===== src/rtl/core/ctp_pkg.sv =====
package ctp_pkg;

    localparam int COORD_W   = 32;
    localparam int FRAC_BITS = 16;
    localparam int TOL_W     = 16;
    localparam int RAD_W     = COORD_W - 1;
    localparam int CFG_W     = COORD_W;
    localparam int CFG_IDX_W = 2;

    // Offset from the centre, signed, and its magnitude.
    localparam int DIF_W  = COORD_W + 1;
    localparam int SQ_W   = 2 * DIF_W;
    localparam int R2_W   = 2 * RAD_W;
    localparam int THR_W  = R2_W + 1;
    localparam int ROOT_W = DIF_W;
    localparam int RS_W   = RAD_W + ROOT_W;
    localparam int RSH_W  = RS_W / 2;
    localparam int NUM_W  = RS_W + DIF_W + 1;
    // The quotient is an offset of length about the radius, so it fits easily.
    localparam int QUO_W  = COORD_W + 2;
    localparam int QO_W   = QUO_W + 1;
    localparam int REM_W  = SQ_W + QUO_W;
    localparam int SUM_W  = QUO_W + 3;

    localparam int SQRT_LAT = ROOT_W + 1;
    localparam int DIV_LAT  = QUO_W + 2;
    localparam int PIPE_LAT = 4 + SQRT_LAT + 4 + DIV_LAT + 2;

    localparam logic [CFG_IDX_W-1:0] REG_CENTER_X = 2'd0;
    localparam logic [CFG_IDX_W-1:0] REG_CENTER_Y = 2'd1;
    localparam logic [CFG_IDX_W-1:0] REG_RADIUS   = 2'd2;
    localparam logic [CFG_IDX_W-1:0] REG_TOL      = 2'd3;

    localparam logic [TOL_W-1:0] TOL_RESET = 16'd66;

    typedef struct packed {
        logic signed [COORD_W-1:0] px;
        logic signed [COORD_W-1:0] py;
    } req_t;

    typedef struct packed {
        logic                      valid_res;
        logic signed [COORD_W-1:0] first_x;
        logic signed [COORD_W-1:0] first_y;
        logic signed [COORD_W-1:0] second_x;
        logic signed [COORD_W-1:0] second_y;
    } rsp_t;

endpackage


===== src/rtl/core/ctp_sqrt.sv =====
// Pipelined integer square root, one result bit per stage.
module ctp_sqrt (
    input  logic                         clk,
    input  logic [ctp_pkg::SQ_W-1:0]     radicand,
    output logic [ctp_pkg::ROOT_W-1:0]   root
);

    localparam int N = ctp_pkg::ROOT_W;

    logic [ctp_pkg::SQ_W-1:0] op_reg  [N+1];
    logic [ctp_pkg::SQ_W-1:0] res_reg [N+1];

    always_ff @(posedge clk)
    begin
        op_reg[0]  <= radicand;
        res_reg[0] <= '0;
    end

    for (genvar k = 0; k < N; k++) begin : g_stage
        localparam int SH = 2 * (N - 1 - k);
        logic [ctp_pkg::SQ_W-1:0] one;
        logic [ctp_pkg::SQ_W-1:0] trial;
        logic [ctp_pkg::SQ_W-1:0] op_next;
        logic [ctp_pkg::SQ_W-1:0] res_next;

        assign one   = ctp_pkg::SQ_W'(1) << SH;
        assign trial = res_reg[k] + one;

        always_comb
        begin
            if (op_reg[k] >= trial)
            begin
                op_next  = op_reg[k] - trial;
                res_next = (res_reg[k] >> 1) + one;
            end
            else
            begin
                op_next  = op_reg[k];
                res_next = res_reg[k] >> 1;
            end
        end

        always_ff @(posedge clk)
        begin
            op_reg[k+1]  <= op_next;
            res_reg[k+1] <= res_next;
        end
    end

    assign root = res_reg[N][ctp_pkg::ROOT_W-1:0];

endmodule


===== config.mk =====
export PLATFORM = sky130hd
export DESIGN_NAME = ctp_sqrt
export DESIGN_NICKNAME = d
export VERILOG_FILES = /design/src/rtl/core/ctp_pkg.sv /design/src/rtl/core/ctp_sqrt.sv
export SDC_FILE = /design/constraint.sdc
export NUM_CORES = 2
export LEC_CHECK = 0
export BUFFER_PORTS_ARGS = -buffer_cell sky130_fd_sc_hd__buf_2
export CAP_MARGIN = 20
export CELL_PAD_IN_SITES_DETAIL_PLACEMENT = 0
export CELL_PAD_IN_SITES_GLOBAL_PLACEMENT = 1
export CORE_ASPECT_RATIO = 0.7
export CORE_MARGIN = 2
export CORE_UTILIZATION = 45
export CTS_BUF_LIST = sky130_fd_sc_hd__clkbuf_8
export DETAILED_ROUTE_END_ITERATION = 7
export PLACE_DENSITY_LB_ADDON = 0.08
export REMOVE_ABC_BUFFERS = 1
export SYNTH_ARGS = -nofsm -noshare
export SYNTH_HDL_FRONTEND = slang
export SYNTH_MEMORY_MAX_BITS = 65536
export SYNTH_SLANG_ARGS = --single-unit

===== constraint.sdc =====
create_clock -name clk -period 5.07 [get_ports clk]
set_input_delay 1.014 -clock clk [delete_from_list [all_inputs] [get_ports clk]]
set_output_delay 1.014 -clock clk [all_outputs]
set_load 0.03 [all_outputs]

==> impl_metrics.tcl <==
set metrics [dict create \
    period_minus_slack_ns 4.95 \
    vias_per_cell 5.37 \
    swShare 0.351 \
    worst_setup_path_start_kind "flop" \
    grt_start_max_net_pins 66 \
    dr_total_vias 75000 \
    yosysWarnings 0 \
    ant_nets 0 \
    cell_internal_pwr_mw 43.0 \
    num_rows 146 \
    syn_inst 10200 \
    p_leak_nw 53.4 \
    grt_pass1_wl_um 468000 \
    synth.top_cells.by_count "dfxtp_1 (2739), inv_1 (701), nor2_1 (680)" \
    final_core_util 0.511 \
    hpwl_um 253000 \
    clock_latency_ns 1.01 \
    grt_pass1_vias 70700 \
    synth_top_area_frac 0.536 \
    post_dp_cell_area_sq_um 107000 \
    synthesis.area_sq_um 102000 \
    power_density_nw_per_um2 573 \
    worst_pin_slew_ns 1.18 \
    yosysSeqAreaShare 0.536 \
    gp_congestion 0.926 \
    drtIter0Drc 6868 \
    cp.buffers_inverters 5 \
    cts.sinks 2739 \
    critPathMaxStageDelay_ns 0.81 \
    largest_reg_flops 2178 \
    worstPathMaxFanout 56 \
    p_switching_mw 23.3 \
    stdcell_count 14000 \
    pwr-share-clk 0.277 \
    slew_headroom 0.204 \
    synthArstFlopShare 0 \
    cts_tree "built" \
    drv_slew 0 \
    die_y_um 403 \
    path_class "reg2reg" \
    pwr-share-comb 0.255 \
    outcome "complete, no violations" \
    hold_path_class "in2reg" \
    clkTransAtPathRegs_ns 0.07 \
    die_w_um 574 \
    fin_skew_ns 0.0866 \
    ys_seq_elements 2739 \
    tns_ns 0 \
    clockRootBuffer "clkbuf_8" \
    maxCapViolCount 0 \
    preCtsSetupSlack_ns -0.0747 \
    dr.pass1.iters 8 \
    cts.htree.levels 5 \
    ys.flop_type "dfxtp_1" \
    setup_violations 0 \
    cts_buffers 405 \
    pin_count 100 \
    wl_per_cell_um 22.7 \
    synth_edf_count 0 \
    drc 0 \
    drive_gt1_frac 0.0919 \
    yosysUniqueCellTypes 86 \
    critPathCaptureType "flop" \
    slowest_stage "nor4_2" \
    wl_um 318000 \
    overflow 0 \
    yosysTopAreaCell "dfxtp_1" \
    syn_area_per_cell_sq_um 10.0 \
    max_freq_ghz 0.202 \
    p_seq_frac 0.469 \
    period_share 0.977 \
    worstPathArrival_ns 5.82 \
    synth_most_common_cell "dfxtp_1" \
    placed_cells 13200 \
    rsz0062_at_grt "no" \
    grtUsageTotal 0.268 \
    design_area_sq_um 116000 \
    nNetsFinal 11300 \
    cts_max_path_buffers 4 \
    ys_top_cells_by_area "dfxtp_1 (54%), ha_1 (7.2%), xor2_1 (4.5%), xnor2_1 (3.6%), a21oi_1 (3.3%)" \
    antenna_found_initial 42 \
    critPathTopFamily "simple AND/OR/NAND/NOR gates" \
    die-area_sq_um 231000 \
    initial_core_util 0.452 \
    ir_worst_vdd_uv 330 \
    cp.required_ns 5.94 \
    fp.coreArea_sq_um 226000 \
    crit_chain "inv_1, ha_1, nand2_1, nor4_1, buf_2, nand4_1, buf_4, nor4_2, nor4b_1, o21a_1, o21ai_4, buf_12, nand4_1, buf_4, nor4_1, xor2_1" \
    fin_ws_ns 0.119 \
    io_buffers 99 \
    final_hold_viol_count 0 \
    syn_to_final_growth_pct 13.0 \
]
==> metal layers <==
| layer | wire length, um | vias to the layer above | global-route usage |
|---|---|---|---|
| met1 | 181000 | 35700 | 0.470 |
| li1 | - | 36500 | - |
| met2 | 102000 | 2523 | 0.301 |
| met4 | 4750 | 4 | 0.0528 |
| met5 | 27 | - | 0 |
| met3 | 29500 | 301 | 0.0727 |
==> layout make-up <==
class | count | area [sq um]
Antenna cell | 8 | 20.0
Clock buffer | 493 | 6790
Clock inverter | 212 | 1550
Fill cell | 21000 | 111000
Inverter | 704 | 2640
Multi-Input combinational cell | 6548 | 44200
Sequential cell | 2739 | 54800
Tap cell | 3034 | 3800
Timing Repair Buffer | 248 | 1740
==> stage by stage <==
stage	power (mW)	hold slack (ns)
after CTS	66.3	0.0000775
after floorplan	40.8	0.310
after global routing	69.8	0.0436
after global placement	47.8	0.312
after detailed placement	47.7	0.312
final	66.2	0.111
==> worst paths after layout <==
check / slack [ns] / endpoint / startpoint / cells after the start
worst min-delay path: 0.11 / op_reg[0][11]$_DFF_P_ / radicand[11] / 1
worst max register to register: 0.12 / op_reg[29][56]$_DFF_P_ / res_reg[28][16]$_DFF_P_ / 16
worst max-delay path: 0.12 / op_reg[29][56]$_DFF_P_ / res_reg[28][16]$_DFF_P_ / 16
worst min register to register: 0.32 / op_reg[1][54]$_DFF_P_ / op_reg[0][54]$_DFF_P_ / 0
==> what timing repair did <==
item                                    4_1_cts  5_1_grt
gates resized for setup                       0        4
buffers inserted                              1        0
endpoints found under the hold margin        37        0
endpoints found under the setup margin        3        5
hold buffers                                 37        0
==> power by group through the flow <==
stage          logic [mW]  registers, mW  clock network (mW)
2_1_floorplan        11.8           29.1                   0
4_1_cts              16.6           30.9                18.8
3_5_place_dp         16.4           31.3                   0
5_1_grt              18.5           31.5                19.7
3_3_place_gp         16.4           31.4                   0
6_report             16.9           31.0                18.3
==> cells in the final DEF (no fill, tap or decap), types with 111 or more instances in the layout <==
cell / synthesis / final
xor2_1: 520 / 520
a21oi_1: 671 / 668
o21ai_0: 452 / 451
nand3_1: 161 / 161
a21o_1: 242 / 242
dfxtp_1: 2739 / 2739
ha_1: 590 / 590
clkbuf_8: 0 / 493
nor2_1: 680 / 680
xnor2_1: 421 / 421
nand2_1: 637 / 636
nand4_1: 145 / 145
inv_1: 701 / 814
nand2b_1: 134 / 134
nor3_1: 286 / 286
or3_1: 111 / 111
nor4_1: 357 / 350
==> cells by family after synthesis <==
logic type                 after synthesis  synth area share
and+or+nand+nor                       3000             0.151
DFF                                   2739             0.536
AOI/OAI and AO/OA                     1914             0.115
xor gates and xnor gates               941            0.0806
buffers and inverters                  908            0.0335
adders and majority gates              590            0.0722
muxes                                  103            0.0112
No activity file was read; power rests on OpenSTA's default activity.
